## src/hdl/tfl_pkg.sv

```systemverilog
// ----------------------------------------------------------------------------
// tfl_pkg
// Shared widths, operation codes and transfer types for the TLB with
// first-in-first-out / least-recently-used replacement.
// ----------------------------------------------------------------------------
`timescale 1ns / 1ps
`default_nettype none

package tfl_pkg;

    // default table size
    localparam int TFL_ENTRIES = 16;

    // field widths
    localparam int OP_W    = 3;
    localparam int ID_W    = 16;
    localparam int PAGE_W  = 20;
    localparam int FRAME_W = 16;
    localparam int IDX_W   = 4;
    localparam int TOT_W   = 32;

    // operation codes
    localparam logic [OP_W-1:0] OP_LOOKUP     = 3'd0;
    localparam logic [OP_W-1:0] OP_INSERT     = 3'd1;
    localparam logic [OP_W-1:0] OP_REPLACE    = 3'd2;
    localparam logic [OP_W-1:0] OP_INVALIDATE = 3'd3;
    localparam logic [OP_W-1:0] OP_FLUSH      = 3'd4;

    // replacement policy values
    localparam logic POL_FIFO = 1'b0;
    localparam logic POL_LRU  = 1'b1;

    // request item
    typedef struct packed {
        logic [OP_W-1:0]    opcode;
        logic [ID_W-1:0]    proc_id;
        logic [PAGE_W-1:0]  page;
        logic [FRAME_W-1:0] frame;
        logic [ID_W-1:0]    old_proc_id;
        logic [PAGE_W-1:0]  old_page;
    } t_in_item;

    // result item
    typedef struct packed {
        logic               found;
        logic [IDX_W-1:0]   entry_index;
        logic [FRAME_W-1:0] frame_out;
        logic               evicted;
        logic [ID_W-1:0]    victim_proc_id;
        logic [PAGE_W-1:0]  victim_page;
        logic [FRAME_W-1:0] victim_frame;
        logic [TOT_W-1:0]   hit_total;
        logic [TOT_W-1:0]   miss_total;
    } t_out_item;

endpackage

`default_nettype wire

```

## src/hdl/tfl_entry_ram.sv

```systemverilog
// ----------------------------------------------------------------------------
// tfl_entry_ram
// Entry store: one write port and one read port, read data registered.
// ----------------------------------------------------------------------------
`timescale 1ns / 1ps
`default_nettype none

module tfl_entry_ram #(
    parameter int DEPTH = 16,
    parameter int WIDTH = 56,
    localparam int AW = $clog2(DEPTH)
) (
    input  wire logic             i_clk,
    input  wire logic             i_wr_en,
    input  wire logic [AW-1:0]    i_wr_addr,
    input  wire logic [WIDTH-1:0] i_wr_data,
    input  wire logic             i_rd_en,
    input  wire logic [AW-1:0]    i_rd_addr,
    output logic      [WIDTH-1:0] o_rd_data
);

    logic [WIDTH-1:0] r_mem [DEPTH];

    // write port
    always_ff @(posedge i_clk) begin
        if (i_wr_en) begin
            r_mem[i_wr_addr] <= i_wr_data;
        end
    end

    // registered read port
    always_ff @(posedge i_clk) begin
        if (i_rd_en) begin
            o_rd_data <= r_mem[i_rd_addr];
        end
    end

endmodule

`default_nettype wire

```

## src/hdl/tlb_fifo_lru_replacement.sv

```systemverilog
// ----------------------------------------------------------------------------
// tlb_fifo_lru_replacement
// Fully associative TLB keyed by process id and page, with a first-in-
// first-out or least-recently-used replacement order and hit/miss counters.
// ----------------------------------------------------------------------------
//
//  channel   direction  handshake                 payload
//  request   in         i_in_valid / o_in_stall   i_in  (t_in_item)
//  result    out        o_out_valid / i_out_stall o_out (t_out_item)
//  config    in         i_cfg_wr_en               i_cfg_wr_data (policy)
//
//  An operation runs a search pass and a decision step, plus a second pass
//  when the ranks are rewritten (insert, replace hit, LRU hit).
//  Each pass reads the entry store one entry per cycle.
//  Reset empties the table through per-entry flags at once; no clearing pass.
//  A finished result waits in the output register while the next request is
//  taken; a stalled output holds the sequencer only at its final step.
// ----------------------------------------------------------------------------
`timescale 1ns / 1ps
`default_nettype none

module tlb_fifo_lru_replacement
    import tfl_pkg::*;
#(
    parameter int ENTRIES = TFL_ENTRIES
) (
    input  wire logic      i_clk,
    input  wire logic      i_rst_n,
    input  wire logic      i_cfg_wr_en,
    input  wire logic      i_cfg_wr_data,
    input  wire logic      i_in_valid,
    output logic           o_in_stall,
    input  wire t_in_item  i_in,
    output logic           o_out_valid,
    input  wire logic      i_out_stall,
    output t_out_item      o_out
);

    localparam int IW = $clog2(ENTRIES);
    localparam int CW = $clog2(ENTRIES + 1);

    localparam logic [2:0] S_IDLE = 3'd0;
    localparam logic [2:0] S_SCAN = 3'd1;
    localparam logic [2:0] S_DEC  = 3'd2;
    localparam logic [2:0] S_UPD  = 3'd3;
    localparam logic [2:0] S_DONE = 3'd4;

    typedef struct packed {
        logic [ID_W-1:0]    owner;
        logic [PAGE_W-1:0]  page;
        logic [FRAME_W-1:0] frame;
        logic [IW-1:0]      rank;
    } t_entry;

    localparam logic [CW-1:0] CNT_END  = CW'(ENTRIES);
    localparam logic [IW-1:0] RANK_TOP = IW'(ENTRIES - 1);

    // control
    logic [2:0]         r_state, n_state;
    logic [CW-1:0]      r_cnt, n_cnt;
    logic               r_policy;
    t_in_item           r_item;
    logic               r_rd_ok;
    logic [IW-1:0]      r_rd_idx;
    logic [ENTRIES-1:0] r_live;
    logic [ENTRIES-1:0] r_wr;
    logic [TOT_W-1:0]   r_hit_cnt, r_miss_cnt;
    logic               r_out_vld;
    t_out_item          r_out;
    t_out_item          r_res;

    // search results
    logic               r_m_found;
    logic [IW-1:0]      r_m_idx;
    logic [IW-1:0]      r_m_rank;
    logic [ID_W-1:0]    r_m_owner;
    logic [PAGE_W-1:0]  r_m_page;
    logic [FRAME_W-1:0] r_m_frame;
    logic               r_f_found;
    logic [IW-1:0]      r_f_idx;
    logic [IW-1:0]      r_f_rank;
    logic [IW-1:0]      r_z_idx;
    logic [ID_W-1:0]    r_z_owner;
    logic [PAGE_W-1:0]  r_z_page;
    logic [FRAME_W-1:0] r_z_frame;

    // rank update target
    logic [IW-1:0]      r_tgt_idx;
    logic [IW-1:0]      r_tgt_rank;
    logic               r_tgt_new;

    logic               in_xfer, out_free;
    logic               rd_en;
    logic [IW-1:0]      rd_addr;
    t_entry             rd_data;
    logic               wr_en;
    t_entry             wr_data;
    logic [ID_W-1:0]    eff_owner;
    logic [IW-1:0]      eff_rank;
    logic [ID_W-1:0]    key_id;
    logic [PAGE_W-1:0]  key_pg;
    logic               is_match, is_free, is_zero;
    logic               dec_upd;
    logic [IW-1:0]      dec_tgt_idx;
    logic [IW-1:0]      dec_tgt_rank;
    t_out_item          dec_res;
    t_out_item          done_res;

    assign in_xfer     = i_in_valid && !o_in_stall;
    assign out_free    = !r_out_vld || !i_out_stall;
    assign o_in_stall  = (r_state != S_IDLE);
    assign o_out_valid = r_out_vld;
    assign o_out       = r_out;

    // entry store walk: one read per cycle; in the update pass each entry is written back in the next cycle
    assign rd_en   = ((r_state == S_SCAN) || (r_state == S_UPD)) && (r_cnt != CNT_END);
    assign rd_addr = r_cnt[IW-1:0];
    assign wr_en   = (r_state == S_UPD) && r_rd_ok;

    tfl_entry_ram #(
        .DEPTH (ENTRIES),
        .WIDTH ($bits(t_entry))
    ) u_ram (
        .i_clk     (i_clk),
        .i_wr_en   (wr_en),
        .i_wr_addr (r_rd_idx),
        .i_wr_data (wr_data),
        .i_rd_en   (rd_en),
        .i_rd_addr (rd_addr),
        .o_rd_data (rd_data)
    );

    // owner reads free until written after reset or flush; rank reads index until written
    assign eff_owner = r_live[r_rd_idx] ? rd_data.owner : '0;
    assign eff_rank  = r_wr[r_rd_idx] ? rd_data.rank : r_rd_idx;

    // search key
    assign key_id = (r_item.opcode == OP_REPLACE) ? r_item.old_proc_id : r_item.proc_id;
    assign key_pg = (r_item.opcode == OP_REPLACE) ? r_item.old_page : r_item.page;

    assign is_match = r_rd_ok && (key_id != '0) && (eff_owner == key_id)
                      && (rd_data.page == key_pg);
    assign is_free  = r_rd_ok && (eff_owner == '0);
    assign is_zero  = r_rd_ok && (eff_rank == '0);

    // rank rewrite data
    always_comb begin
        wr_data = rd_data;
        if (r_rd_idx == r_tgt_idx) begin
            if (r_tgt_new) begin
                wr_data.owner = r_item.proc_id;
                wr_data.page  = r_item.page;
                wr_data.frame = r_item.frame;
            end
            wr_data.rank = RANK_TOP;
        end else if (eff_rank > r_tgt_rank) begin
            wr_data.rank = eff_rank - IW'(1);
        end else begin
            wr_data.rank = eff_rank;
        end
    end

    // decision after the search pass
    always_comb begin
        dec_res      = '0;
        dec_upd      = 1'b0;
        dec_tgt_idx  = r_m_idx;
        dec_tgt_rank = r_m_rank;
        case (r_item.opcode)
            OP_LOOKUP: begin
                if (r_m_found) begin
                    dec_res.found       = 1'b1;
                    dec_res.entry_index = IDX_W'(r_m_idx);
                    dec_res.frame_out   = r_m_frame;
                    dec_upd             = (r_policy == POL_LRU);
                end
            end
            OP_INSERT: begin
                dec_upd = 1'b1;
                if (r_f_found) begin
                    dec_tgt_idx  = r_f_idx;
                    dec_tgt_rank = r_f_rank;
                end else begin
                    dec_tgt_idx            = r_z_idx;
                    dec_tgt_rank           = '0;
                    dec_res.evicted        = 1'b1;
                    dec_res.victim_proc_id = r_z_owner;
                    dec_res.victim_page    = r_z_page;
                    dec_res.victim_frame   = r_z_frame;
                end
                dec_res.entry_index = IDX_W'(dec_tgt_idx);
            end
            OP_REPLACE: begin
                if (r_m_found) begin
                    dec_upd                = 1'b1;
                    dec_res.found          = 1'b1;
                    dec_res.entry_index    = IDX_W'(r_m_idx);
                    dec_res.evicted        = 1'b1;
                    dec_res.victim_proc_id = r_m_owner;
                    dec_res.victim_page    = r_m_page;
                    dec_res.victim_frame   = r_m_frame;
                end
            end
            OP_INVALIDATE: begin
                if (r_m_found) begin
                    dec_res.found       = 1'b1;
                    dec_res.entry_index = IDX_W'(r_m_idx);
                end
            end
            default: begin
            end
        endcase
    end

    // finished result with the current totals
    always_comb begin
        done_res            = r_res;
        done_res.hit_total  = r_hit_cnt;
        done_res.miss_total = r_miss_cnt;
    end

    // sequencer next state
    always_comb begin
        n_state = r_state;
        n_cnt   = r_cnt;
        case (r_state)
            S_IDLE: begin
                if (in_xfer) begin
                    n_state = S_SCAN;
                    n_cnt   = '0;
                end
            end
            S_SCAN: begin
                if (r_cnt == CNT_END) begin
                    n_state = S_DEC;
                end else begin
                    n_cnt = r_cnt + CW'(1);
                end
            end
            S_DEC: begin
                n_cnt   = '0;
                n_state = dec_upd ? S_UPD : S_DONE;
            end
            S_UPD: begin
                if (r_cnt == CNT_END) begin
                    n_state = S_DONE;
                end else begin
                    n_cnt = r_cnt + CW'(1);
                end
            end
            S_DONE: begin
                if (out_free) begin
                    n_state = S_IDLE;
                end
            end
            default: begin
                n_state = S_IDLE;
            end
        endcase
    end

    // control registers
    always_ff @(posedge i_clk) begin
        if (!i_rst_n) begin
            r_state    <= S_IDLE;
            r_cnt      <= '0;
            r_policy   <= POL_FIFO;
            r_rd_ok    <= 1'b0;
            r_live     <= '0;
            r_wr       <= '0;
            r_hit_cnt  <= '0;
            r_miss_cnt <= '0;
            r_out_vld  <= 1'b0;
        end else begin
            r_state <= n_state;
            r_cnt   <= n_cnt;
            r_rd_ok <= rd_en;
            if (i_cfg_wr_en) begin
                r_policy <= i_cfg_wr_data;
            end
            // rank rewrite marks the entry's stored rank as valid
            if (wr_en) begin
                r_wr[r_rd_idx] <= 1'b1;
            end
            // occupancy flags and counters at the decision step
            if (r_state == S_DEC) begin
                case (r_item.opcode)
                    OP_LOOKUP: begin
                        if (r_m_found) begin
                            r_hit_cnt <= r_hit_cnt + TOT_W'(1);
                        end else begin
                            r_miss_cnt <= r_miss_cnt + TOT_W'(1);
                        end
                    end
                    OP_INSERT: begin
                        r_live[dec_tgt_idx] <= 1'b1;
                    end
                    OP_REPLACE: begin
                        if (r_m_found) begin
                            r_live[r_m_idx] <= 1'b1;
                        end
                    end
                    OP_INVALIDATE: begin
                        if (r_m_found) begin
                            r_live[r_m_idx] <= 1'b0;
                        end
                    end
                    OP_FLUSH: begin
                        r_live <= '0;
                    end
                    default: begin
                    end
                endcase
            end
            // output register
            if ((r_state == S_DONE) && out_free) begin
                r_out_vld <= 1'b1;
            end else if (r_out_vld && !i_out_stall) begin
                r_out_vld <= 1'b0;
            end
        end
    end

    // payload registers
    always_ff @(posedge i_clk) begin
        r_rd_idx <= rd_addr;
        if (in_xfer) begin
            r_item    <= i_in;
            r_m_found <= 1'b0;
            r_f_found <= 1'b0;
        end
        // search pass: first match, first free entry, rank-0 entry
        if (r_state == S_SCAN) begin
            if (is_match && !r_m_found) begin
                r_m_found <= 1'b1;
                r_m_idx   <= r_rd_idx;
                r_m_rank  <= eff_rank;
                r_m_owner <= eff_owner;
                r_m_page  <= rd_data.page;
                r_m_frame <= rd_data.frame;
            end
            if (is_free && !r_f_found) begin
                r_f_found <= 1'b1;
                r_f_idx   <= r_rd_idx;
                r_f_rank  <= eff_rank;
            end
            if (is_zero) begin
                r_z_idx   <= r_rd_idx;
                r_z_owner <= eff_owner;
                r_z_page  <= rd_data.page;
                r_z_frame <= rd_data.frame;
            end
        end
        if (r_state == S_DEC) begin
            r_res      <= dec_res;
            r_tgt_idx  <= dec_tgt_idx;
            r_tgt_rank <= dec_tgt_rank;
            r_tgt_new  <= (r_item.opcode != OP_LOOKUP);
        end
        if ((r_state == S_DONE) && out_free) begin
            r_out <= done_res;
        end
    end

    // walk counter never runs past the table
    a_cnt_range: assert property (@(posedge i_clk) disable iff (!i_rst_n)
        r_cnt <= CNT_END)
        else $error("entry walk counter out of range");

    // a lookup bumps exactly one of the two counters
    a_lookup_count: assert property (@(posedge i_clk) disable iff (!i_rst_n)
        (r_state == S_DEC) && (r_item.opcode == OP_LOOKUP)
        |=> (r_hit_cnt + r_miss_cnt) == ($past(r_hit_cnt) + $past(r_miss_cnt) + TOT_W'(1)))
        else $error("lookup did not count once");

    // other operations leave the counters alone
    a_other_count: assert property (@(posedge i_clk) disable iff (!i_rst_n)
        (r_state == S_DEC) && (r_item.opcode != OP_LOOKUP)
        |=> $stable(r_hit_cnt) && $stable(r_miss_cnt))
        else $error("counter changed on a non-lookup");

    // the target entry is written back as newest
    a_tgt_newest: assert property (@(posedge i_clk) disable iff (!i_rst_n)
        wr_en && (r_rd_idx == r_tgt_idx) |-> wr_data.rank == RANK_TOP)
        else $error("target entry not made newest");

endmodule

`default_nettype wire
```

## config.mk

```make
export PLATFORM = sky130hd
export DESIGN_NAME = tlb_fifo_lru_replacement
export DESIGN_NICKNAME = d
export VERILOG_FILES = /design/src/hdl/tfl_pkg.sv /design/src/hdl/tfl_entry_ram.sv /design/src/hdl/tlb_fifo_lru_replacement.sv
export SDC_FILE = /design/constraint.sdc
export NUM_CORES = 2
export LEC_CHECK = 0
export BUFFER_PORTS_ARGS = -buffer_cell sky130_fd_sc_hd__buf_4
export CAP_MARGIN = 20
export CORE_ASPECT_RATIO = 1.4
export CORE_MARGIN = 3
export CORE_UTILIZATION = 53
export CTS_CLUSTER_SIZE = 28
export DETAILED_ROUTE_END_ITERATION = 8
export GPL_ROUTABILITY_DRIVEN = 0
export HOLD_SLACK_MARGIN = 0.03
export PLACE_DENSITY = 0.74
export RECOVER_POWER = 50
export SLEW_MARGIN = 15
export SYNTH_ARGS = -nofsm -noshare
export SYNTH_HDL_FRONTEND = slang
export SYNTH_SLANG_ARGS = --single-unit
export TNS_END_PERCENT = 10
```

## constraint.sdc

```tcl
create_clock -name i_clk -period 14.76 [get_ports i_clk]
set_input_delay 1.476 -clock i_clk [delete_from_list [all_inputs] [get_ports i_clk]]
set_output_delay 1.476 -clock i_clk [all_outputs]
set_load 0.01 [all_outputs]
```

==> flow_summary.toml <==
[critical_path]
cp-end-kind = "flop"
path_cells = "clkbuf_1 -> a21oi_1 -> clkbuf_1 -> clkbuf_1"
cp.arrival_ps = 7390
worstSetupPathType = "in2reg"
startpoint = "i_out_stall"
crit_path_start_kind = "primary input"
slowest_stage = "clkbuf_1"
max_stage_delay_ps = 3220
reg2reg_depth = 5
reg2reg_slack_ps = 7800
crit_path_max_fanout = 87
reg2reg_to = "u_ram.o_rd_data[14]"
critPathRequiredTime_ps = 15010
r2r_start = "r_cnt[1]"
worst_path_most_repeated_cell = "clkbuf_1"

[finish]
antenna_cells = 0
fin_area_sq_um = 64200
register_area_sq_um = 43900
layout.cells.non_filler = 4581
fillCellCount = 7352
nets = 3146
drive_above_1_share_pct = 21.6
area_delta_synth_final_pct = 12.9
multi_input_area_sq_um = 12300

[timing]
fin_skew_ps = 39.0
fin_crit_sh_pct = 48.3
setup_viol = 0
fmax_mhz = 140
worst_slack_ps = 7630
worst_pin_slew_ps = 4770
rsz0062_at_grt = "no"
drv_slew = 1123
setup_tns_ps = 0
timing.slew.headroom_pct = -218
hold_violations = 0
min_period_ps = 7130

[drt]
met2WireLength_um = 67200
top_layer_used = "met4"
first_iter_violations = 3189
ant_nets = 0
finalWirelength_um = 134000
viasPerCell = 6.20
route.met3.wl_um = 11600
wl_met1_um = 49700
drt-pass1-iter-count = 8
num_vias = 28410
drc = 0
wl_per_cell_um = 29.3

[power_and_ir_drop]
power-per-cell-area_nw_per_um2 = 133
sw_frac_of_total_pct = 20.0
total_power_uw = 8510
power_leakage_uw = 0.0201
ir_drop_mv = 0.131
power.share.clock_pct = 42.2
seqPwrFrac_pct = 55.2
p_switching_uw = 1700
cellInternalPower_uw = 6810
combPwrFrac_pct = 2.6

[floorplan]
core_area_sq_um = 106000
num_rows = 141
initial_core_util_pct = 53.6
ioPinCount = 237
die_h_um = 393
dieArea_sq_um = 111000
dieWidth_um = 283

[clocking]
htreeDepth = 4
cts_buffers = 141
cts-root-buf = "clkbuf_16"
cts_resized = 0
cts_max_path_buffers = 3
insertion_delay_ps = 770
tritoncts = "done"
postCtsSetupBuffers = 0
cts.sink_count = 1501
path_clk_slew_ps = 60
postCtsHoldBufs = 0

[placement]
dp_slack_ps = 10230
place_area_sq_um = 60400
dp.cells = 4324
hpwl_um = 74400
place.port_buffers = 236

[global_route]
track_usage_pct = 24.3
antenna_found_initial = 2
grt_pass1_vias = 29331
grt_pass1_wl_um = 195000
grt_max_degree = 105
gr-total-overflow = 0

[synthesis]
ys_types = 73
synth-edff-count = 1388
yosys_warnings = 0
syn_area_sq_um = 56800
synth_cells = 2739
syn_area_per_cell_sq_um = 20.7
synthArstFlopShare_pct = 0
ys_seq_area_share_pct = 77.3
synthesis.nets = 2846
synth_seq_cells = 1501
synthFlopType = "edfxtp_1"

[run_status]
status = "finished, violations left"
violations = "capacitance limit, slew limit"

[min_path]
whs_path_depth = 0
hold_class = "reg2reg"
hold_start = "done_res[114]"
hold_end = "o_out[114]"

[flow_run]
max_cap_viol_count = 31
-- worst max-delay path by stage --
stage | endpoint | slack, ps | depth (start not counted)
floorplan | o_out[0] | 6110 | 1
detailed placement | u_ram.r_mem[10][1] | 10230 | 11
CTS | u_ram.o_rd_data[14] | 10180 | 5
finish | o_out[122] | 7630 | 4
global route | o_out[69] | 7130 | 4
global placement | r_m_frame[13] | 10320 | 9
-- Yosys cell counts (3+ instances only) --
cell	number	area share, %
and3_1	11	0.12
nor4b_1	3	0.046
mux2_2	57	1.1
o21ai_0	22	0.19
o21a_1	20	0.26
a22oi_1	16	0.21
clkbuf_1	93	0.61
nand2_1	63	0.42
nor2_1	73	0.48
a21o_1	6	0.079
a21oi_1	23	0.20
nand2b_1	8	0.088
a22o_1	55	0.85
nand3_1	29	0.26
nor4_1	10	0.11
xor2_1	47	0.72
a31oi_1	6	0.066
buf_2	7	0.062
ha_1	10	0.22
a21boi_0	5	0.066
or4_1	4	0.053
xnor2_1	48	0.74
nor4_2	3	0.066
nor3_1	23	0.20
dfxtp_1	113	4.0
and4_1	5	0.077
or3b_1	3	0.046
mux2i_1	32	0.56
buf_6	3	0.059
inv_1	24	0.16
o221a_2	16	0.32
mux4_2	291	12
a211oi_1	4	0.053
and2_1	88	0.97
buf_4	4	0.053
a21boi_1	4	0.053
or3_1	14	0.15
buf_1	19	0.13
edfxtp_1	1388	73
nand4_1	19	0.21
or2_2	6	0.066
nor2b_1	22	0.24
-- final cells by class --
cell class / count / area share (%)
Clock buffer: 181 / 5.94
Clock inverter: 74 / 1.20
Inverter: 26 / 0.156
Multi-Input combinational cell: 1086 / 19.1
Sequential cell: 1501 / 68.5
Tap cell: 1430 / 2.79
Timing Repair Buffer: 283 / 2.36
-- metal layers --
metal,global-route usage (%),up-vias
li1,-,11743
met1,32.0,14637
met2,40.1,1675
met3,4.56,355
met4,10.1,0
met5,0,-
-- flip-flops by register name, summed over array words and instances, names as in the netlist, 16 cells and up --
| signal | flops |
|---|---|
| o_out | 138 |
| r_miss_cnt | 32 |
| r_m_frame | 16 |
| done_res | 74 |
| r_m_page | 20 |
| r_item | 91 |
| r_m_owner | 16 |
| r_z_frame | 16 |
| u_ram.o_rd_data | 56 |
| r_z_owner | 16 |
| r_wr | 16 |
| r_live | 16 |
| r_z_page | 20 |
| u_ram.r_mem | 896 |
| r_hit_cnt | 32 |
-- logic make-up (layout without fill, tap and decap cells) --
kind of cell	Yosys count	count (layout)	share of synthesized area, %
compound gates	198	198	2.67
simple gates	399	399	3.92
fa+ha+maj	10	10	0.220
flops	1501	1501	77.3
xor+xnor	95	95	1.46
mux	384	384	13.3
buf+inv	152	564	1.09
-- critical path: cells and delay by family --
kind | cells | cell delay (ps)
compound gates | 1 | 130
buf+inv | 3 | 5640
-- cell usage in the layout, fill, tap and decap left out, types with 21 or more instances in the layout --
master / instances
xor2_1: 47
and2_1: 30
a21oi_1: 23
nor2_1: 73
clkbuf_4: 79
inv_1: 23
nand2_1: 63
edfxtp_1: 1388
and2_0: 59
clkbuf_16: 145
nand3_1: 29
a22o_1: 55
nor3_1: 22
mux4_2: 291
xnor2_1: 48
clkbuf_1: 203
clkinv_2: 21
dfxtp_1: 112
nor2b_1: 21
mux2i_1: 34
buf_4: 29
o21ai_0: 22
mux2_2: 43
clkinv_1: 24
-- power by group through the flow --
stage | sequential [uW] | combinational [uW] | clock (uW)
final | 4700 | 220 | 3590
after global routing | 4700 | 238 | 3810
after CTS | 4700 | 222 | 3640
after detailed placement | 4790 | 219 | 0
after global placement | 4790 | 211 | 0
after floorplan | 4760 | 155 | 0
-- stage by stage --
step / utilization (%) / hold slack, ps
5_1_grt: 60.5 / 423
2_1_floorplan: - / 329
6_report: 60.5 / 416
3_3_place_gp: 56.9 / 402
4_1_cts: 61.3 / 417
3_5_place_dp: 57.0 / 405
Note: power is estimated with default switching activity, not from simulation.
